### config.mk
export PLATFORM = sky130hd
export DESIGN_NAME = calendar_date_day_stepper
export DESIGN_NICKNAME = d
export VERILOG_FILES = /design/src/rtl/cdds_pkg.sv /design/src/rtl/calendar_date_day_stepper.sv
export SDC_FILE = /design/constraint.sdc
export NUM_CORES = 1
export LEC_CHECK = 0
export BUFFER_PORTS_ARGS = -buffer_cell sky130_fd_sc_hd__buf_2
export CORE_MARGIN = 2
export CORE_UTILIZATION = 30
export CTS_CLUSTER_SIZE = 30
export DETAILED_ROUTE_END_ITERATION = 10
export GPL_TIMING_DRIVEN = 0
export HOLD_SLACK_MARGIN = 0.06
export MAX_ROUTING_LAYER = met4
export PLACE_DENSITY = 0.5
export SYNTH_ARGS = -nofsm -noshare
export SYNTH_HDL_FRONTEND = slang
export SYNTH_SLANG_ARGS = --single-unit
### constraint.sdc
create_clock -name clk -period 18.3 [get_ports clk]
set_input_delay 3.66 -clock clk [delete_from_list [all_inputs] [get_ports clk]]
set_output_delay 3.66 -clock clk [all_outputs]
set_load 0.01 [all_outputs]
### src/rtl/cdds_pkg.sv
// types, codes and calendar helpers for the date stepper
package cdds_pkg;

  typedef logic [1:0]         cmd_t;
  typedef logic [1:0]         status_t;
  typedef logic [4:0]         day_t;
  typedef logic [3:0]         month_t;
  typedef logic signed [15:0] year_t;

  localparam cmd_t CMD_LOAD = 2'd0;
  localparam cmd_t CMD_NEXT = 2'd1;
  localparam cmd_t CMD_PREV = 2'd2;
  localparam cmd_t CMD_NONE = 2'd3;

  localparam status_t ST_OK       = 2'd0;
  localparam status_t ST_BAD_LOAD = 2'd1;
  localparam status_t ST_LIMIT    = 2'd2;

  localparam year_t YEAR_MAX = 16'sh7fff;
  localparam year_t YEAR_MIN = 16'sh8000;

  localparam day_t   RESET_DAY   = 5'd25;
  localparam month_t RESET_MONTH = 4'd12;
  localparam year_t  RESET_YEAR  = 16'sd1;

  localparam month_t MONTH_DEC = 4'd12;
  localparam month_t MONTH_JAN = 4'd1;
  localparam month_t MONTH_FEB = 4'd2;

  // divisibility by 25 of a 16 bit value: 1024 = -1 mod 25, so fold the top bits
  // down; the offset of 63 keeps the sum positive and moves the residue to 13
  function automatic logic div25(input logic [15:0] a);
    logic [10:0] t;
    logic        hit;
    t   = {1'b0, a[9:0]} + 11'd63 - {5'b0, a[15:10]};
    hit = 1'b0;
    for (int i = 0; i < 44; i++) begin
      if (t == 11'(25 * i + 13)) hit = 1'b1;
    end
    return hit;
  endfunction

  // gregorian leap test; years before 1 ad are shifted up by one
  function automatic logic is_leap(input year_t year);
    year_t       y;
    logic [15:0] mag;
    y   = (year < 16'sd1) ? year + 16'sd1 : year;
    mag = y[15] ? 16'(-y) : 16'(y);
    return (y[1:0] == 2'b00) && (!div25(mag) || (y[3:0] == 4'b0000));
  endfunction

  // month length, zero for a month number outside 1 to 12
  function automatic day_t month_len(input month_t month, input logic leap);
    day_t len;
    unique case (month)
      4'd1, 4'd3, 4'd5, 4'd7, 4'd8, 4'd10, 4'd12: len = 5'd31;
      4'd4, 4'd6, 4'd9, 4'd11:                   len = 5'd30;
      4'd2:                                      len = leap ? 5'd29 : 5'd28;
      default:                                   len = 5'd0;
    endcase
    return len;
  endfunction

endpackage

### src/rtl/calendar_date_day_stepper.sv
// date stepper top level: command decode, date update and output skid buffer
//
// Keeps one proleptic gregorian date (day, month, signed year, no year zero;
// reset gives 25 december 1 ad) and answers every command word with one result
// word holding the date after the command and a status. Load checks the date
// and rejects bad ones with status 1; next day and previous day step the date
// and hold it with status 2 at the ends of the 16 bit year range. Leap test,
// month length lookup and date update are combinational between the input
// port and the result register; a new word can be taken on every cycle while
// in_stall is low. A two entry output buffer lets one word be accepted while
// a result waits on a stalled output; in_stall rises only when both are full.
module calendar_date_day_stepper (
  input  logic                    clk,
  input  logic                    rst,
  input  logic                    in_valid,
  output logic                    in_stall,
  input  cdds_pkg::cmd_t          command,
  input  cdds_pkg::day_t          load_day,
  input  cdds_pkg::month_t        load_month,
  input  cdds_pkg::year_t         load_year,
  output logic                    out_valid,
  input  logic                    out_stall,
  output cdds_pkg::day_t          cur_day,
  output cdds_pkg::month_t        cur_month,
  output cdds_pkg::year_t         cur_year,
  output cdds_pkg::status_t       status
);

  typedef struct packed {
    cdds_pkg::day_t    day;
    cdds_pkg::month_t  month;
    cdds_pkg::year_t   year;
    cdds_pkg::status_t status;
  } result_t;

  cdds_pkg::day_t   day_reg,   day_next;
  cdds_pkg::month_t month_reg, month_next;
  cdds_pkg::year_t  year_reg,  year_next;
  cdds_pkg::status_t st_next;

  result_t out_word, skid_word, res;
  logic    skid_valid;
  logic    accept;
  logic    load_ok;
  logic    leap_load, leap_cur;
  cdds_pkg::day_t   len_load, len_cur, len_prev_month;
  cdds_pkg::month_t prev_month;

  assign accept   = in_valid && !in_stall;
  assign in_stall = skid_valid;

  assign leap_load      = cdds_pkg::is_leap(load_year);
  assign leap_cur       = cdds_pkg::is_leap(year_reg);
  assign len_load       = cdds_pkg::month_len(load_month, leap_load);
  assign len_cur        = cdds_pkg::month_len(month_reg, leap_cur);
  assign prev_month     = 4'(month_reg - 4'd1);
  assign len_prev_month = cdds_pkg::month_len(prev_month, leap_cur);

  // out of range months give a zero length, so the day check rejects them too
  assign load_ok = (load_month >= 4'd1) && (load_month <= 4'd12) &&
                   (load_year != 16'sd0) && (load_day >= 5'd1) &&
                   (load_day <= len_load);

  always_comb begin
    day_next   = day_reg;
    month_next = month_reg;
    year_next  = year_reg;
    st_next    = cdds_pkg::ST_OK;
    unique case (command)
      cdds_pkg::CMD_LOAD: begin
        if (load_ok) begin
          day_next   = load_day;
          month_next = load_month;
          year_next  = load_year;
        end else begin
          st_next = cdds_pkg::ST_BAD_LOAD;
        end
      end
      cdds_pkg::CMD_NEXT: begin
        priority if (day_reg < len_cur) begin
          day_next = 5'(day_reg + 5'd1);
        end else if (month_reg < cdds_pkg::MONTH_DEC) begin
          day_next   = 5'd1;
          month_next = 4'(month_reg + 4'd1);
        end else if (year_reg == cdds_pkg::YEAR_MAX) begin
          st_next = cdds_pkg::ST_LIMIT;
        end else begin
          day_next   = 5'd1;
          month_next = cdds_pkg::MONTH_JAN;
          year_next  = (year_reg == -16'sd1) ? 16'sd1 : year_reg + 16'sd1;
        end
      end
      cdds_pkg::CMD_PREV: begin
        priority if (day_reg > 5'd1) begin
          day_next = 5'(day_reg - 5'd1);
        end else if (month_reg > cdds_pkg::MONTH_JAN) begin
          month_next = prev_month;
          day_next   = len_prev_month;
        end else if (year_reg == cdds_pkg::YEAR_MIN) begin
          st_next = cdds_pkg::ST_LIMIT;
        end else begin
          // december always has 31 days, no leap test for the new year
          month_next = cdds_pkg::MONTH_DEC;
          day_next   = 5'd31;
          year_next  = (year_reg == 16'sd1) ? -16'sd1 : year_reg - 16'sd1;
        end
      end
      default: begin
      end
    endcase
  end

  assign res = '{day: day_next, month: month_next, year: year_next, status: st_next};

  always_ff @(posedge clk) begin
    if (rst) begin
      day_reg   <= cdds_pkg::RESET_DAY;
      month_reg <= cdds_pkg::RESET_MONTH;
      year_reg  <= cdds_pkg::RESET_YEAR;
    end else if (accept) begin
      day_reg   <= day_next;
      month_reg <= month_next;
      year_reg  <= year_next;
    end
  end

  // output register plus one skid entry
  always_ff @(posedge clk) begin
    if (rst) begin
      out_valid  <= 1'b0;
      skid_valid <= 1'b0;
    end else if (out_valid && out_stall) begin
      if (accept) begin
        skid_valid <= 1'b1;
      end
    end else if (skid_valid) begin
      out_valid  <= 1'b1;
      skid_valid <= 1'b0;
    end else begin
      out_valid <= accept;
    end
  end

  always_ff @(posedge clk) begin
    if (out_valid && out_stall) begin
      if (accept) skid_word <= res;
    end else if (skid_valid) begin
      out_word <= skid_word;
    end else if (accept) begin
      out_word <= res;
    end
  end

  assign cur_day   = out_word.day;
  assign cur_month = out_word.month;
  assign cur_year  = out_word.year;
  assign status    = out_word.status;

  a_skid_behind_out: assert property (@(posedge clk) disable iff (rst)
    skid_valid |-> out_valid)
    else $error("skid entry held without an output word");

  a_month_range: assert property (@(posedge clk) disable iff (rst)
    (month_reg >= 4'd1) && (month_reg <= 4'd12) && (day_reg >= 5'd1))
    else $error("stored date out of range");

  a_year_nonzero: assert property (@(posedge clk) disable iff (rst)
    out_valid |-> (cur_year != 16'sd0))
    else $error("year zero on output");

  a_held_on_error: assert property (@(posedge clk) disable iff (rst)
    (accept && (st_next != cdds_pkg::ST_OK)) |=>
      (day_reg == $past(day_reg)) && (month_reg == $past(month_reg)) &&
      (year_reg == $past(year_reg)))
    else $error("date changed on a rejected command");

  a_skid_drains: assert property (@(posedge clk) disable iff (rst)
    (skid_valid && !out_stall) |=> (!skid_valid && out_valid))
    else $error("skid entry not moved to output");

endmodule

Word-level counts from Yosys, hierarchy flattened
Cells that the tools add are included.
{"block": "op_classes", "bitwise_logic": 1, "addsub": 13, "eq_ne": 130, "muxes": 134, "magnitude_cmp": 10, "reduce_logical": 29}
{"cell": "11-bit by 10-bit == test with 1-bit output (second input constant)", "n": 42}
{"cell": "11-bit by 9-bit == test with 1-bit output (second input constant)", "n": 20}
{"cell": "16-bit 2-to-1 mux", "n": 13}
{"cell": "11-bit by 8-bit == test with 1-bit output (second input constant)", "n": 10}
{"cell": "1-bit 2-to-1 mux", "n": 92}
{"cell": "11-bit == test (second input constant)", "n": 6}
{"cell": "4-bit == test (second input constant)", "n": 15}
{"cell": "5-bit one-hot mux with 3 select lines", "n": 4}
{"cell": "27-bit 2-to-1 mux", "n": 2}
{"cell": "4-bit by 3-bit == test with 1-bit output (second input constant)", "n": 12}
{"cell": "16-bit one-hot mux with 3 select lines", "n": 1}
{"cell": "11-bit by 6-bit == test with 1-bit output (second input constant)", "n": 4}
{"cell": "11-bit by 7-bit == test with 1-bit output (second input constant)", "n": 4}
{"cell": "5-bit 2-to-1 mux", "n": 7}
{"cell": "16-bit by 2-bit adder with 16-bit output (second input constant)", "n": 2}
{"cell": "16-bit == test (second input constant)", "n": 2}
{"cell": "16-bit by 2-bit < comparator with 1-bit output (second input constant)", "n": 2}
{"cell": "16-bit negator", "n": 2}
{"cell": "4-bit 2-to-1 mux", "n": 7}
{"cell": "4-bit by 2-bit == test with 1-bit output (second input constant)", "n": 6}
{"cell": "10-bit by 6-bit adder with 11-bit output (second input constant)", "n": 2}
{"cell": "11-bit by 4-bit == test with 1-bit output (second input constant)", "n": 2}
{"cell": "11-bit by 6-bit subtractor with 11-bit output", "n": 2}
{"cell": "7-bit OR reduction", "n": 3}
{"cell": "other kinds (32)", "n": 55}
{"block": "word_totals", "out_inout_bits": 29, "reg_bits": 81}

Depth between registers and ports, before layout
{"block": "logic_depth", "ltp_word": 62, "ltp_mapped": 48, "mapped_depth_nobuf": 45}

Least setup slack after synthesis
OpenSTA, ideal clock, no wires.
{"block": "synth_timing", "path_type": "input-to-reg", "start": "input load_year[3]", "end": "register out_word (netlist bit cur_year[14]) (data pin)", "setup_time_ps": 268, "setup_slack_ps": 6177, "t_arrival_ps": 11855, "stages": 44, "path_cell_list": "clkbuf_1 > nor4_1 > and4_1 > a21o_1 > clkbuf_1 > nor2_1 > a21oi_1 > ha_1 > a21boi_0 > nand3_1 > o21ai_0 > o21ai_0 > nor2_1 > xnor2_1 > ha_1 > ha_1 > a21o_1 > a21oi_1 > [8 not listed] > or4_1 > nand3_1 > nand3_1 > ha_1 > nor2b_1 > o21a_1 > o21a_1 > o21a_1 > o22ai_1 > o2111ai_1 > nand2b_1 > buf_1 > clkbuf_1 > mux2i_1 > nor2_1 > a21oi_1 > a21boi_0 > o31ai_1"}
{"block": "synth_via", "elab_chain_len": 62, "word_cells_on_any_way": 111}
{"element": "from (decl)", "line_no": "calendar_date_day_stepper.sv:20", "text": "input cdds_pkg::year_t load_year,"}
{"element": "16-bit by 2-bit adder with 16-bit output / 16-bit by 2-bit < comparator with 1-bit output (equally long branches)", "line_no": "cdds_pkg.sv:47", "text": "y = (year < 16'sd1) ? year + 16'sd1 : year;"}
{"element": "16-bit 2-to-1 mux", "line_no": "cdds_pkg.sv:47"}
{"element": "16-bit negator", "line_no": "cdds_pkg.sv:48", "text": "mag = y[15] ? 16'(-y) : 16'(y);"}
{"element": "16-bit 2-to-1 mux", "line_no": "cdds_pkg.sv:48"}
{"element": "10-bit by 6-bit adder with 11-bit output", "line_no": "cdds_pkg.sv:35", "text": "t = {1'b0, a[9:0]} + 11'd63 - {5'b0, a[15:10]};"}
{"element": "11-bit by 6-bit subtractor with 11-bit output", "line_no": "cdds_pkg.sv:35"}
{"element": "11-bit by 4-bit == test with 1-bit output", "line_no": "cdds_pkg.sv:38", "text": "if (t == 11'(25 * i + 13)) hit = 1'b1;"}
{"element": "1-bit 2-to-1 mux (44 in a row)", "line_no": "cdds_pkg.sv:38"}
{"element": "[3 not listed]"}
{"element": "1-bit 2-to-1 mux", "line_no": "cdds_pkg.sv:58", "text": "4'd2: len = leap ? 5'd29 : 5'd28;"}
{"element": "5-bit one-hot mux with 3 select lines", "line_no": "cdds_pkg.sv:55", "text": "unique case (month)"}
{"element": "5-bit less-or-equal comparator", "line_no": "calendar_date_day_stepper.sv:62", "text": "(load_day <= len_load);"}
{"element": "1-bit logical AND *", "line_no": "calendar_date_day_stepper.sv:61", "text": "(load_year != 16'sd0) && (load_day >= 5'd1) &&"}
{"element": "16-bit 2-to-1 mux *", "line_no": "calendar_date_day_stepper.sv:71", "text": "if (load_ok) begin"}
{"element": "16-bit one-hot mux with 3 select lines *", "line_no": "calendar_date_day_stepper.sv:69", "text": "unique case (command)"}
{"element": "27-bit 2-to-1 mux *", "line_no": "calendar_date_day_stepper.sv:149", "text": "end else if (accept) begin"}
{"element": "27-bit 2-to-1 mux *", "line_no": "calendar_date_day_stepper.sv:147", "text": "end else if (skid_valid) begin"}
{"element": "to (signal assigned)", "line_no": "calendar_date_day_stepper.sv:148", "text": "out_word <= skid_word;"}
{"element": "to (signal assigned)", "line_no": "calendar_date_day_stepper.sv:150", "text": "out_word <= res;"}
{"element": "to (decl)", "line_no": "calendar_date_day_stepper.sv:41", "text": "result_t out_word, skid_word, res;"}
Mark *: on every way between the ends. The rest lies on a longest branch, timed or not. The select of a mux whose other input is x is not followed.
A chain may end at the register's enable or synchronous reset.

Final worst setup path
{"block": "layout_timing", "start": "input load_year[10]", "end": "register out_word (netlist bit cur_year[14]) (data pin)"}
{"block": "layout_via", "elab_chain_len": 62, "word_cells_on_any_way": 111}
{"element": "16-bit by 2-bit < comparator with 1-bit output", "line_no": "cdds_pkg.sv:47"}
{"element": "16-bit 2-to-1 mux", "line_no": "cdds_pkg.sv:47"}
{"element": "16-bit negator", "line_no": "cdds_pkg.sv:48"}
{"element": "16-bit 2-to-1 mux", "line_no": "cdds_pkg.sv:48"}
{"element": "10-bit by 6-bit adder with 11-bit output", "line_no": "cdds_pkg.sv:35"}
{"element": "11-bit by 6-bit subtractor with 11-bit output", "line_no": "cdds_pkg.sv:35"}
{"element": "11-bit by 4-bit == test with 1-bit output", "line_no": "cdds_pkg.sv:38"}
{"element": "1-bit 2-to-1 mux (44 in a row)", "line_no": "cdds_pkg.sv:38"}
{"element": "[3 not listed]"}
{"element": "1-bit 2-to-1 mux", "line_no": "cdds_pkg.sv:58"}
{"element": "5-bit one-hot mux with 3 select lines", "line_no": "cdds_pkg.sv:55"}
{"element": "5-bit less-or-equal comparator", "line_no": "calendar_date_day_stepper.sv:62"}
{"element": "1-bit logical AND *", "line_no": "calendar_date_day_stepper.sv:61"}
{"element": "16-bit 2-to-1 mux *", "line_no": "calendar_date_day_stepper.sv:71"}
{"element": "16-bit one-hot mux with 3 select lines *", "line_no": "calendar_date_day_stepper.sv:69"}
{"element": "27-bit 2-to-1 mux *", "line_no": "calendar_date_day_stepper.sv:149"}
{"element": "27-bit 2-to-1 mux *", "line_no": "calendar_date_day_stepper.sv:147"}
Marks and branches as above.

==> impl_metrics.env <==
export IMPL_synth_seq_area_share_pct=20.8
export IMPL_met3_usage_pct=2.36
export IMPL_gr_usage_all_layers_pct=23.5
export IMPL_place_inst=1954
export IMPL_first_global_vias=11000
export IMPL_grt_antenna_before_repair=3
export IMPL_fp_coreArea_um2=34400
export IMPL_cellLeakagePower_nw=4.12
export IMPL_power_per_cell_area_nw_per_um2=103
export IMPL_detailed_place_hpwl_um=33300
export IMPL_min_period_ns=14.49
export IMPL_drt_vias_per_instance=5.92
export IMPL_synthesis_area_um2=10400
export IMPL_postRouteWirelength_um=41600
export IMPL_worst_pin_slew_ns=1.11
export IMPL_grt_pass1_wl_um=65000
export IMPL_period_share_pct=79.2
export IMPL_synth_top_cell_area_share_pct=15.6
export IMPL_die_width_um=190
export IMPL_grt_util_met2_pct=38.4
export IMPL_post_synth_main_area_contributors="edfxtp_1 (16%), ha_1 (6.9%), nor2_1 (6.2%)"
export IMPL_rsz0062_at_grt="no"
export IMPL_drc_errors=0
export IMPL_port_buffer_count=55
export IMPL_count_of_pins_over_their_slew_limit=0
export IMPL_critical_path_required_ns=18.38
export IMPL_setup_violations_final=0
export IMPL_final_antenna_net_count=0
export IMPL_ios=60
export IMPL_layout_area_overhead_vs_synth_pct=11.5
export IMPL_max_cap_violations=0
export IMPL_highest_ir_drop_seen_on_vdd_mv=0.0548
export IMPL_grt_ovfl_total=0
export IMPL_status="finished clean"
export IMPL_row_count=68
export IMPL_postSynth_asyncResetShare_pct=0
export IMPL_clock_latency_reported_for_the_late_side_of_the_worst_skew_pair_ns=0.34
export IMPL_crit_path_top_delay_cell="xnor2_1"
export IMPL_synth_edff_count=54
export IMPL_syn_nets=1532
export IMPL_final_net_count=1600
export IMPL_ctsHoldBuffers=0
export IMPL_use_met1_pct=30.6
export IMPL_max_clock_path_buffers=2
export IMPL_report_power_total_w=0.00120
export IMPL_most_crowded_layer_after_global_routing="met2"
export IMPL_post_synth_inst_count=1442
export IMPL_synthesis_area_per_instance_um2=7.22
export IMPL_ys_types=86
export IMPL_fin_skew_ns=0.00750
export IMPL_slew_limit_headroom_pct=25.4
export IMPL_detailedRoute_firstIterationViolations=1157
export IMPL_placed_cell_area_um2=11300
export IMPL_fin_area_um2=11600
export IMPL_critical_path_arrival_ns=14.57
export IMPL_worstSetupEndpointType="flop"
export IMPL_finalHoldViolCount=0
export IMPL_yosys_warnings=0
export IMPL_final_cells=1973
export IMPL_detail_route_wl_per_cell_um=21.1
export IMPL_number_of_clock_buffers_inserted_by_tritoncts=9
export IMPL_cts_tree="done"
export IMPL_worstSetupStartpointType="input port"
export IMPL_share_of_final_layout_standard_cells_stronger_than_drive_strength_1_pct=8.51
export IMPL_synth_seq_cells=81
export IMPL_cts_resized_gates=0
export IMPL_clk_pin_slew_worst_paths_ns=0.06
export IMPL_htree_num_levels=3
export IMPL_synth_largest_area_cell="edfxtp_1"
export IMPL_fin_setup_tns_ns=0
export IMPL_start_util_pct=30.3
export IMPL_critPathMostFrequentCell="ha_1"
export IMPL_post_route_util_pct=33.8
export IMPL_largest_reg_flops=27
export IMPL_via_count=11700
export IMPL_gp_congestion=0.961
export IMPL_clk_root_buffer_cell="clkbuf_16"
export IMPL_crit_path_max_fanout=10
export IMPL_post_cts_buffers=0
export IMPL_dominantRegCellSynth="edfxtp_1"
export IMPL_clock_sinks=81
export IMPL_hp_class="flop to flop"
export IMPL_die_h_um=190
export IMPL_timing_worst_setup_path_type="input port to flop"
export IMPL_clock_fmax_mhz=69.0
export IMPL_grt_start_max_net_pins=16
export IMPL_crit_path_max_incr_delay_ns=0.73
export IMPL_design_die_area_um2=36200
export IMPL_detailed_routing_iterations_pass_1=6
==> final timing paths <==
path,startpoint,end,slack (ns),cells past startpoint
max,load_year[10],cur_year[14],3.81,42
min,skid_word[16],cur_year[14],0.53,2
min reg2reg,skid_word[16],cur_year[14],0.53,2
max reg2reg,year_reg[0],cur_year[5],7.72,32
==> worst max-delay path, delay by kind of cell <==
kind                       cells  cell delay (ns)
AOI/OAI and AO/OA             17             3.91
and+or+nand+nor               12             2.48
buffers and inverters          5             1.86
adders and majority gates      4             1.06
xor gates and xnor gates       2             0.89
muxes                          2             0.67
==> synthesized netlist by cell type, types with 7 or more instances <==
cell type and number:
nor2_1 171, nand2_1 144, a21oi_1 101, clkbuf_1 84, o21ai_0 84, nor3_1 64
xnor2_1 60, nand3_1 59, ha_1 57, edfxtp_1 54, inv_1 47, nand4_1 35
xor2_1 33, o31ai_1 31, a31oi_1 30, dfxtp_1 27, mux2i_1 22, nor4_1 22
and3_1 19, buf_2 18, a211oi_1 15, o22ai_1 15, a21o_1 13, or3_1 13
o211ai_1 12, and2_1 11, mux2_2 10, nand2b_1 10, o21a_1 10, or4_1 10
a221oi_1 7, a41oi_1 7, buf_1 7, nor2b_1 7
==> cells in the final DEF (no fill, tap or decap), drive strengths merged, types with 6 or more instances in the layout <==
master   instances
a211oi          15
a21boi           7
a21o            13
a21oi          102
a221oi          10
a31oi           30
a41oi            7
and2            11
and3            20
and4             6
buf             83
clkbuf          94
dfxtp           27
edfxtp          54
ha              57
inv             48
mux2            10
mux2i           22
nand2          144
nand2b          10
nand3           59
nand4           35
nor2           171
nor2b            7
nor3            65
nor4            24
o2111ai          6
o211ai          12
o21a            10
o21ai           89
o21bai           6
o22ai           15
o31ai           32
or2              6
or3             13
or4             10
xnor2           62
xor2            33
==> power breakdown <==
group          internal [W]  leakage, nW  switching (W)  total, W
combinational      0.000229         3.25       0.000568  0.000797
clock              0.000106        0.139      0.0000747  0.000181
sequential         0.000214        0.736     0.00000798  0.000222
total              0.000549         4.12       0.000651   0.00120
==> layer usage <==
| layer | vias up | routed length [um] |
|---|---|---|
| met5 | - | 0 |
| met4 | 0 | 1380 |
| met3 | 96 | 2210 |
| met1 | 5582 | 18500 |
| met2 | 490 | 19600 |
| li1 | 5515 | - |
==> per-stage QoR <==
step	worst slack [ns]	hold WS [ns]
2_1_floorplan	6.18	0.493
3_3_place_gp	3.59	0.517
6_report	3.81	0.527
5_1_grt	2.94	0.558
3_5_place_dp	3.62	0.513
4_1_cts	3.94	0.530
==> final cells by class <==
| class | count | area (um2) |
|---|---|---|
| fillers | 3851 | 22800 |
| multi-input cells | 1203 | 7630 |
| flip-flops and latches | 81 | 2160 |
| well taps | 455 | 569 |
| plain buffers | 110 | 443 |
| repair buffers | 57 | 318 |
| clock buffers | 10 | 229 |
| inverters | 48 | 180 |
| clock inverters | 6 | 67.6 |
| diodes | 3 | 7.51 |
==> logic make-up after synthesis <==
group                    share of synthesized area (%)
AND/OR/NAND/NOR                                   27.7
AO/OA/AOI/OAI                                     27.0
buffers and inverters                             5.99
XOR/XNOR                                          8.14
flip-flops                                        20.8
adder cells (fa/ha/maj)                           7.24
multiplexers                                      3.20
Note: power is estimated with default switching activity, not from simulation.
